<file path="src/rtl/arbd_pkg.sv">
// Shared types, constants and codes for the alpha run/level block decoder.
`timescale 1ns / 1ps
`default_nettype none
package arbd_pkg;

  localparam int BLK_SIZE  = 128;             // coefficients in one block
  localparam int LANES     = 8;               // bytes in one half row
  localparam int WORDS     = BLK_SIZE / LANES; // half rows in one block
  localparam int WORD_W    = $clog2(WORDS);
  localparam int POS_W     = $clog2(BLK_SIZE) + 1; // holds 0..128
  localparam int LANE_W    = $clog2(LANES);
  localparam int BYTE_W    = 8;
  localparam logic [BYTE_W-1:0] ALPHA_INIT = 8'hFF;
  localparam logic [3:0] MAX_LEN = 4'd8;

  typedef enum logic [3:0] {
    PH_RUN0   = 4'd0,
    PH_RUN1   = 4'd1,
    PH_RUN11  = 4'd2,
    PH_RSHORT = 4'd3,
    PH_RLONG  = 4'd4,
    PH_LVL0   = 4'd5,
    PH_LSIGN1 = 4'd6,
    PH_LVL00  = 4'd7,
    PH_LSIGN2 = 4'd8,
    PH_LMAG   = 4'd9,
    PH_LRAW   = 4'd10
  } phase_t;

  typedef enum logic [1:0] {
    ST_IDLE,
    ST_PARSE,
    ST_DRAIN_RD,
    ST_DRAIN_WR
  } state_t;

  typedef struct packed {
    logic [7:0] chunk_bits;
    logic [3:0] chunk_len;
    logic       row_start;
  } chunk_t;

  typedef struct packed {
    logic [2:0]  row_index;
    logic        half_index;
    logic [63:0] alpha_bytes;
    logic [2:0]  unused_bits;
    logic        bad_run;
    logic        end_of_block;
  } alpha_row_t;

  // Sequencer to parser.
  typedef struct packed {
    logic step;       // consume one bit this cycle
    logic bit_val;
    logic blk_clr;    // start a new block
    logic fault_clr;  // row start
  } parse_ctl_t;

  // Parser to sequencer.
  typedef struct packed {
    logic                  eob;
    logic                  wr_en;
    logic [POS_W-2:0]      wr_pos;
    logic [BYTE_W-1:0]     wr_level;
    logic                  fault;
  } parse_res_t;

endpackage
`default_nettype wire

</file>
<file path="src/rtl/arbd_ram.sv">
// Generic single-write, single-read RAM with registered read data.
`timescale 1ns / 1ps
`default_nettype none
module arbd_ram #(
  parameter int WIDTH = 8,
  parameter int DEPTH = 16
) (
  input  wire logic                     clk,
  input  wire logic                     wr_en,
  input  wire logic [$clog2(DEPTH)-1:0] wr_addr,
  input  wire logic [WIDTH-1:0]         wr_data,
  input  wire logic [$clog2(DEPTH)-1:0] rd_addr,
  output logic      [WIDTH-1:0]         rd_data
);

  logic [WIDTH-1:0] mem [DEPTH];

  always_ff @(posedge clk) begin
    if (wr_en) begin
      mem[wr_addr] <= wr_data;
    end
    rd_data <= mem[rd_addr];
  end

endmodule
`default_nettype wire

</file>
<file path="src/rtl/arbd_bit_parser.sv">
// One-bit-per-step run/level code parser with fill position and fault tracking.
`timescale 1ns / 1ps
`default_nettype none
module arbd_bit_parser (
  input  wire logic                    clk,
  input  wire logic                    rst,
  input  wire arbd_pkg::parse_ctl_t    ctl,
  output arbd_pkg::parse_res_t         res
);
  import arbd_pkg::*;

  phase_t            parse_phase, parse_phase_next;
  logic [7:0]        suffix_shift, suffix_shift_next;
  logic [3:0]        suffix_count, suffix_count_next;
  logic              level_negative, level_negative_next;
  logic [POS_W-1:0]  fill_position, fill_position_next;
  logic              fault_hold, fault_hold_next;

  logic [7:0]        shift_acc;
  logic [3:0]        count_inc;
  logic              run_go;
  logic [7:0]        run_val;
  logic              level_go;
  logic [7:0]        level_val;
  logic [POS_W:0]    run_sum;
  logic [7:0]        mag;

  always_comb begin
    parse_phase_next    = parse_phase;
    suffix_shift_next   = suffix_shift;
    suffix_count_next   = suffix_count;
    level_negative_next = level_negative;
    fill_position_next  = fill_position;
    fault_hold_next     = fault_hold;
    res                 = '0;
    run_go              = 1'b0;
    run_val             = '0;
    level_go            = 1'b0;
    level_val           = '0;
    run_sum             = '0;
    shift_acc = suffix_shift | (8'(ctl.bit_val) << suffix_count[2:0]);
    count_inc = suffix_count + 4'd1;
    mag       = shift_acc + 8'd2;

    if (ctl.step) begin
      unique case (parse_phase)
        PH_RUN0: begin
          if (ctl.bit_val) parse_phase_next = PH_RUN1;
          else run_go = 1'b1;
        end
        PH_RUN1: begin
          if (ctl.bit_val) begin
            parse_phase_next = PH_RUN11;
          end else begin
            suffix_shift_next = '0;
            suffix_count_next = '0;
            parse_phase_next  = PH_RSHORT;
          end
        end
        PH_RUN11: begin
          if (!ctl.bit_val) begin
            res.eob = 1'b1;
          end else begin
            suffix_shift_next = '0;
            suffix_count_next = '0;
            parse_phase_next  = PH_RLONG;
          end
        end
        PH_RSHORT: begin
          suffix_shift_next = shift_acc;
          suffix_count_next = count_inc;
          if (count_inc >= 4'd2) begin
            run_go  = 1'b1;
            run_val = shift_acc + 8'd1;
          end
        end
        PH_RLONG: begin
          suffix_shift_next = shift_acc;
          suffix_count_next = count_inc;
          if (count_inc >= 4'd7) begin
            run_go  = 1'b1;
            run_val = shift_acc;
          end
        end
        PH_LVL0: begin
          parse_phase_next = ctl.bit_val ? PH_LSIGN1 : PH_LVL00;
        end
        PH_LSIGN1: begin
          level_go  = 1'b1;
          level_val = ctl.bit_val ? 8'hFF : 8'h01;
        end
        PH_LVL00: begin
          if (ctl.bit_val) begin
            parse_phase_next = PH_LSIGN2;
          end else begin
            suffix_shift_next = '0;
            suffix_count_next = '0;
            parse_phase_next  = PH_LRAW;
          end
        end
        PH_LSIGN2: begin
          level_negative_next = ctl.bit_val;
          suffix_shift_next   = '0;
          suffix_count_next   = '0;
          parse_phase_next    = PH_LMAG;
        end
        PH_LMAG: begin
          suffix_shift_next = shift_acc;
          suffix_count_next = count_inc;
          if (count_inc >= 4'd2) begin
            level_go  = 1'b1;
            level_val = level_negative ? (8'd0 - mag) : mag;
          end
        end
        PH_LRAW: begin
          suffix_shift_next = shift_acc;
          suffix_count_next = count_inc;
          if (count_inc >= 4'd8) begin
            level_go  = 1'b1;
            level_val = shift_acc;
          end
        end
        default: begin
          parse_phase_next = PH_RUN0;
        end
      endcase
    end

    // A run that lands at or past the end of the block saturates and faults.
    if (run_go) begin
      run_sum = {1'b0, fill_position} + (POS_W + 1)'(run_val);
      if (run_sum >= (POS_W + 1)'(BLK_SIZE)) begin
        fault_hold_next    = 1'b1;
        fill_position_next = POS_W'(BLK_SIZE);
      end else begin
        fill_position_next = run_sum[POS_W-1:0];
      end
      parse_phase_next = PH_LVL0;
    end

    if (level_go) begin
      res.wr_en    = !fault_hold && !fill_position[POS_W-1];
      res.wr_pos   = fill_position[POS_W-2:0];
      res.wr_level = level_val;
      if (!fill_position[POS_W-1]) begin
        fill_position_next = fill_position + POS_W'(1);
      end
      parse_phase_next = PH_RUN0;
    end

    res.fault = fault_hold;
  end

  always_ff @(posedge clk) begin
    if (rst || ctl.blk_clr) begin
      parse_phase    <= PH_RUN0;
      suffix_shift   <= '0;
      suffix_count   <= '0;
      level_negative <= 1'b0;
      fill_position  <= '0;
    end else begin
      parse_phase    <= parse_phase_next;
      suffix_shift   <= suffix_shift_next;
      suffix_count   <= suffix_count_next;
      level_negative <= level_negative_next;
      fill_position  <= fill_position_next;
    end
    if (rst || ctl.fault_clr) begin
      fault_hold <= 1'b0;
    end else begin
      fault_hold <= fault_hold_next;
    end
  end

endmodule
`default_nettype wire

</file>
<file path="src/rtl/alpha_rle_block_decoder.sv">
// Top level: chunk sequencer, coefficient store, column predictors and row output.
//
//   channel    dir   handshake                   payload
//   chunk      in    chunk_valid / chunk_ready   arbd_pkg::chunk_t
//   alpha      out   alpha_valid / alpha_ready   arbd_pkg::alpha_row_t
//
// A chunk is accepted, then its valid bits are decoded in order by the single bit
// parser. An end-of-block code starts a drain of 16 half rows, each a registered
// coefficient RAM read, then a predictor update.
// Reset is synchronous; the coefficient store is tracked by per-entry valid bits
// that all clear together, so no clearing pass is needed.
// A stalled alpha beat holds the drain; chunks are taken again once draining ends.
`timescale 1ns / 1ps
`default_nettype none
module alpha_rle_block_decoder (
  input  wire logic                 clk,
  input  wire logic                 rst,
  input  wire logic                 chunk_valid,
  output logic                      chunk_ready,
  input  wire arbd_pkg::chunk_t     chunk,
  output logic                      alpha_valid,
  input  wire logic                 alpha_ready,
  output arbd_pkg::alpha_row_t      alpha_row
);
  import arbd_pkg::*;

  state_t                     state, state_next;
  logic [7:0]                 bits;
  logic [3:0]                 len;
  logic [LANE_W-1:0]          bit_idx;
  logic [2:0]                 left;
  logic [WORD_W-1:0]          drain_idx;
  logic [WORDS-1:0][LANES-1:0] coeff_valid;
  logic [LANES-1:0]           rd_valid;
  logic [1:0][LANES-1:0][BYTE_W-1:0] column_alpha;
  logic [LANES-1:0][BYTE_W-1:0] rd_data;
  logic [LANES-1:0][BYTE_W-1:0] new_half;

  parse_ctl_t                 ctl;
  parse_res_t                 res;

  logic                       accept;
  logic                       last_bit;
  logic                       out_free;
  logic                       drain_wr;
  logic                       drain_done;
  logic [3:0]                 len_clamped;

  assign accept      = chunk_valid && chunk_ready;
  assign len_clamped = (chunk.chunk_len > MAX_LEN) ? MAX_LEN : chunk.chunk_len;
  assign last_bit    = ({1'b0, bit_idx} + 4'd1) == len;
  assign out_free    = !alpha_valid || alpha_ready;
  assign drain_wr    = (state == ST_DRAIN_WR);
  assign drain_done  = drain_wr && (drain_idx == WORD_W'(WORDS - 1));

  // Next state.
  always_comb begin
    state_next = state;
    unique case (state)
      ST_IDLE: begin
        if (accept && len_clamped != 4'd0) state_next = ST_PARSE;
      end
      ST_PARSE: begin
        if (res.eob) state_next = ST_DRAIN_RD;
        else if (last_bit) state_next = ST_IDLE;
      end
      ST_DRAIN_RD: begin
        if (out_free) state_next = ST_DRAIN_WR;
      end
      ST_DRAIN_WR: begin
        state_next = drain_done ? ST_IDLE : ST_DRAIN_RD;
      end
      default: state_next = ST_IDLE;
    endcase
  end

  // Outputs of the sequencer.
  always_comb begin
    chunk_ready   = 1'b0;
    ctl           = '0;
    unique case (state)
      ST_IDLE: begin
        // The block is always ready here, so a valid beat is accepted.
        chunk_ready   = 1'b1;
        ctl.fault_clr = chunk_valid && chunk.row_start;
      end
      ST_PARSE: begin
        ctl.step    = 1'b1;
        ctl.bit_val = bits[bit_idx];
      end
      ST_DRAIN_RD: begin
      end
      ST_DRAIN_WR: begin
        ctl.blk_clr = drain_done;
      end
      default: begin
      end
    endcase
  end

  arbd_bit_parser u_parser (
    .clk (clk),
    .rst (rst),
    .ctl (ctl),
    .res (res)
  );

  // One byte lane per column within a half row; address is the half row.
  for (genvar k = 0; k < LANES; k++) begin : g_lane
    arbd_ram #(
      .WIDTH (BYTE_W),
      .DEPTH (WORDS)
    ) u_coeff (
      .clk     (clk),
      .wr_en   (res.wr_en && (res.wr_pos[LANE_W-1:0] == LANE_W'(k))),
      .wr_addr (res.wr_pos[POS_W-2:LANE_W]),
      .wr_data (res.wr_level),
      .rd_addr (drain_idx),
      .rd_data (rd_data[k])
    );

    // Entries never written since the block began read as zero.
    assign new_half[k] = column_alpha[drain_idx[0]][k]
                         - (rd_valid[k] ? rd_data[k] : BYTE_W'(0));
  end

  always_ff @(posedge clk) begin
    if (rst) begin
      state       <= ST_IDLE;
      bit_idx     <= '0;
      drain_idx   <= '0;
      coeff_valid <= '0;
      alpha_valid <= 1'b0;
      column_alpha <= {(2 * LANES){ALPHA_INIT}};
    end else begin
      state <= state_next;

      if (accept) begin
        bit_idx <= '0;
        if (chunk.row_start) column_alpha <= {(2 * LANES){ALPHA_INIT}};
      end else if (state == ST_PARSE) begin
        bit_idx <= bit_idx + LANE_W'(1);
      end

      if (res.wr_en) begin
        coeff_valid[res.wr_pos[POS_W-2:LANE_W]][res.wr_pos[LANE_W-1:0]] <= 1'b1;
      end

      if (alpha_valid && alpha_ready) alpha_valid <= 1'b0;

      if (drain_wr) begin
        alpha_valid <= 1'b1;
        drain_idx   <= drain_idx + WORD_W'(1);
        if (!res.fault) column_alpha[drain_idx[0]] <= new_half;
        if (drain_done) coeff_valid <= '0;
      end
    end
  end

  always_ff @(posedge clk) begin
    rd_valid <= coeff_valid[drain_idx];
    if (accept) begin
      bits <= chunk.chunk_bits;
      len  <= len_clamped;
    end
    if (state == ST_PARSE && res.eob) begin
      left <= 3'(len - {1'b0, bit_idx} - 4'd1);
    end
    if (drain_wr) begin
      alpha_row.row_index    <= drain_idx[WORD_W-1:1];
      alpha_row.half_index   <= drain_idx[0];
      alpha_row.alpha_bytes  <= res.fault ? 64'd0 : new_half;
      alpha_row.unused_bits  <= left;
      alpha_row.bad_run      <= res.fault;
      alpha_row.end_of_block <= drain_done;
    end
  end

endmodule
`default_nettype wire
</file>
<file path="config.mk">
export PLATFORM = sky130hd
export DESIGN_NAME = alpha_rle_block_decoder
export DESIGN_NICKNAME = d
export VERILOG_FILES = /design/src/rtl/arbd_pkg.sv /design/src/rtl/arbd_ram.sv /design/src/rtl/arbd_bit_parser.sv /design/src/rtl/alpha_rle_block_decoder.sv
export SDC_FILE = /design/constraint.sdc
export NUM_CORES = 2
export LEC_CHECK = 0
export BUFFER_PORTS_ARGS = -buffer_cell sky130_fd_sc_hd__buf_2
export CORE_MARGIN = 1.5
export CORE_UTILIZATION = 30
export DETAILED_ROUTE_END_ITERATION = 8
export GPL_ROUTABILITY_DRIVEN = 0
export PLACE_DENSITY = 0.55
export REMOVE_ABC_BUFFERS = 1
export SETUP_SLACK_MARGIN = 0.3
export SLEW_MARGIN = 5
export SYNTH_ARGS = -nofsm -noshare
export SYNTH_HDL_FRONTEND = slang
export SYNTH_SLANG_ARGS = --single-unit
</file>
<file path="constraint.sdc">
create_clock -name clk -period 13 [get_ports clk]
set_input_delay 1.3 -clock clk [delete_from_list [all_inputs] [get_ports clk]]
set_output_delay 1.3 -clock clk [all_outputs]
set_load 0.02 [all_outputs]
</file>
==> summary.md <==
| Metric | Value |
|---|---|
| Post-route insts no fill | between 6000 and 7000 |
| Power Total | roughly 9.5 mW |
| Avg Inst Size Synth | roughly 17 µm² |
| Max incr delay on CP | 0.87 ns |
| Peak supply drop | 130 µV |
| Hold Buf Count CTS | 0 |
| Setup violators final | 0 |
| Leakage | between 20 and 25 nW |
| Most common cell after layout, fill and taps aside | edfxtp_1 |
| Min-Delay Path Class | reg -> reg |
| Global route overflow | 0 |
| CTS tree | yes |
| Setup CP Type | reg -> reg |
| Core area | between 150000 and 200000 µm² |
| Setup WS post-layout | 7.77 ns |
| Peak Freq | approximately 190 MHz |
| Die Width | between 400 and 500 µm |
| Endpoint, Worst Hold | alpha_row[4] |
| Status | completed |
| CP Launch Type | flip-flop |
| Hold depth | 0 |
| Power per cell area | 141 nW/µm² |
| R2R Path Start | state[1] |
| Detailed-placement wirelength estimate | ~84000 µm |
| Top_reg_cell synth | edfxtp_1 |
| DR pass1 iterations | 5 |
| Clock latency on the worst-skew pair | 0.80 ns |
| Layout Skew | roughly 0.028 ns |
| Residual DRC count | 0 |
| First-pass GRT wire length | 208000 µm |
| Reg2reg end | g_lane[2].u_coeff.mem[9][4] |
| Clock Tree Buf Depth | 3 |
| Routed wire length | approximately 140000 µm |
| Worst EP required | ~13 ns |
| Hold_ws | 0.423 ns |
| Post-layout util | between 30 and 40% |
| Post-Synthesis Cells | approximately 3500 |
| Post-route ant nets | 0 |
| Post CTS Setup Buffer Count | 0 |
| Logic pwr share | roughly 1.2% |
| Syn Std Cell Area | around 59000 µm² |
| Max_cap viols | 0 |
| # rows | roughly 160 |
| CP endpoint kind | flip-flop |
| DR WL/cell | approximately 22 µm |
| TritonCTS Sinks | about 1500 |
| Number of global-route vias before repair | approximately 32000 |
| Slew headroom | between 10% and 20% |
| RSZ-0062 raised after global routing | no |
| Critical Path AT | 5.68 ns |
| CP max-delay cell | a21oi_4 |
| Clock period minus final worst setup slack | approximately 5.2 ns |
| Critical path peak fanout | 84 |
| Highest-count cells in the layout ignoring fill and taps | edfxtp_1, mux4_2, dfxtp_1, nor2_1 |
| Cts bufs inserted | about 150 |
| Final Hold Fails | 0 |
| R2r setup slk | 7.77 ns |
| CTS resizes | 0 |
| Die height | 446 µm |
| Pin count of the biggest net entering global routing | 97 |
| Place WS | slightly below 8 ns |
| Starting Density | a little under a third |
| Synth Warn # | 0 |
| Detailed-route via count | around 31000 |
| Yosys cell types | 75 |
| Fraction of layout cells with a size suffix above 1 | 21.7% |
| Nets | between 3000 and 4000 |
| GRT Overall Usage | approximately 14% |
| Placed Cells | approximately 6100 |
| Slew Limit Fails | 0 |
| Top-Level Pins | about 90 |
| H-tree levels | 4 |
| DR iter-0 viols | about 2200 |
| I/O Buffers | between 90 and 100 |
| NetSw | a little under 2 mW |
| Asr flop ratio synth | 0% |
| DR vias/cell | about 4.8 |
| R2r worst-path depth | 14 |
| Register area share after synthesis | between 60% and 70% |
| Area Growth Syn to Fin | 14.7% |
| #FFs+latches synth | about 1500 |
| Slew @ Worst Pin | about 1.2 ns |
| Antenna violations before repair | 6 |
| Clk root buf | clkbuf_16 |
| Power Internal | around 7.6 mW |
| Worst-path clk slew | approximately 0.060 ns |
| Crit-path cells | nand2b_1, a31oi_2, and4b_4, a21o_1, inv_1, ha_1, nand2b_1, mux2i_1, a21oi_1, o22ai_1, a211oi_1, a21o_1, a21oi_4, buf_4 |
| Clock share of power | between 40% and 50% |
| Final Cycle Share | about two fifths |
| Sw Share | between 20% and 30% |
| Die ar. | around 200000 µm² |
| Hold_sp | left[2] |
| Post-synth EDFFs | approximately 1100 |
| Reg power frac | ~53% |
## state kept, by name (all words and copies together) (netlist names), 8 cells and up
| signal | count |
|---|---|
| alpha_row | 73 |
| bits | 8 |
| coeff_valid | 128 |
| column_alpha | 128 |
| g_lane.u_coeff.mem | 1024 |
| g_lane.u_coeff.rd_data | 64 |
| rd_valid | 8 |
| u_parser.fill_position | 8 |
| u_parser.suffix_shift | 8 |
## worst max-delay path by stage
| stage | cells past startpoint | end | slack [ns] | start |
|---|---|---|---|---|
| 6_report | 14 | g_lane[2].u_coeff.mem[9][4] | 7.77 | state[1] |
| 3_3_place_gp | 14 | g_lane[3].u_coeff.mem[0][4] | 7.95 | state[1] |
| 3_5_place_dp | 14 | g_lane[3].u_coeff.mem[1][4] | 7.79 | state[1] |
| 2_1_floorplan | 4 | column_alpha[103] | -8.91 | drain_idx[0] |
| 5_1_grt | 14 | g_lane[2].u_coeff.mem[9][4] | 7.29 | state[1] |
| 4_1_cts | 14 | g_lane[2].u_coeff.mem[9][4] | 7.75 | state[1] |
## metrics by stage
| step | area (µm²) | TNS (ns) |
|---|---|---|
| floorplan | 58100 | -1524.21 |
| global placement | 62400 | 0 |
| detailed placement | 62400 | 0 |
| CTS | 67500 | 0 |
| global route | 67500 | 0 |
| finish | 67500 | 0 |
## synthesized netlist by cell type (30+ instances only)
cell type / count / area (µm²)
edfxtp_1: 1112 / 33400
dfxtp_1: 364 / 7290
mux4_2: 360 / 8110
nor2_1: 245 / 920
nand2_1: 159 / 597
clkbuf_1: 152 / 571
nand2b_1: 144 / 901
o21a_1: 130 / 976
a21oi_1: 91 / 455
o22ai_1: 82 / 513
o21ai_0: 79 / 395
ha_1: 73 / 913
inv_1: 70 / 263
nor2b_1: 67 / 419
mux2_2: 42 / 473
xnor2_1: 34 / 298
buf_1: 33 / 124
mux2i_1: 30 / 300
## cell families (layout without fill, tap and decap cells)
logic type,after synthesis,after routing,share of synthesized area [%]
flops,1476,1476,69.2
simple gates,724,724,5.97
compound gates,466,466,5.25
mux,434,434,15.1
buf+inv,263,500,1.70
fa+ha+maj,83,83,1.89
xor+xnor,57,57,0.881
other cells,0,2,0
## power groups by stage
stage	clock network [mW]	registers [mW]	logic, mW
3_5_place_dp	0	5.12	0.115
4_1_cts	4.52	5.02	0.115
2_1_floorplan	0	5.12	0.0718
3_3_place_gp	0	5.12	0.113
5_1_grt	4.69	5.02	0.125
6_report	4.41	5.02	0.113
## critical path, delay by kind of cell, from the launching register on
kind            cells  cell delay, ns
fa+ha+maj           1            0.24
flops               1            0.37
buf+inv             2            0.97
simple gates        3            0.91
compound gates      7            2.11
mux                 1            0.20
## routing by layer
| metal | track usage, % | wire length, µm | up-vias |
|---|---|---|---|
| met5 | 0 | 0 | - |
| met4 | 4.00 | 2930 | 0 |
| met2 | 24.3 | 70900 | 679 |
| met3 | 2.23 | 6180 | 200 |
| met1 | 18.0 | 59300 | 16100 |
| li1 | - | - | 13800 |
## final cells by class
| class | count | area [µm²] |
|---|---|---|
| Multi-Input combinational cell | 1764 | 17300 |
| Inverter | 71 | 269 |
| Antenna cell | 2 | 5.00 |
| Sequential cell | 1476 | 40700 |
| Timing Repair Buffer | 145 | 876 |
| Clock inverter | 72 | 822 |
| Tap cell | 2624 | 3280 |
| Clock buffer | 212 | 4230 |
| Fill cell | 18300 | 127000 |
Note: power is estimated with default switching activity, not from simulation.
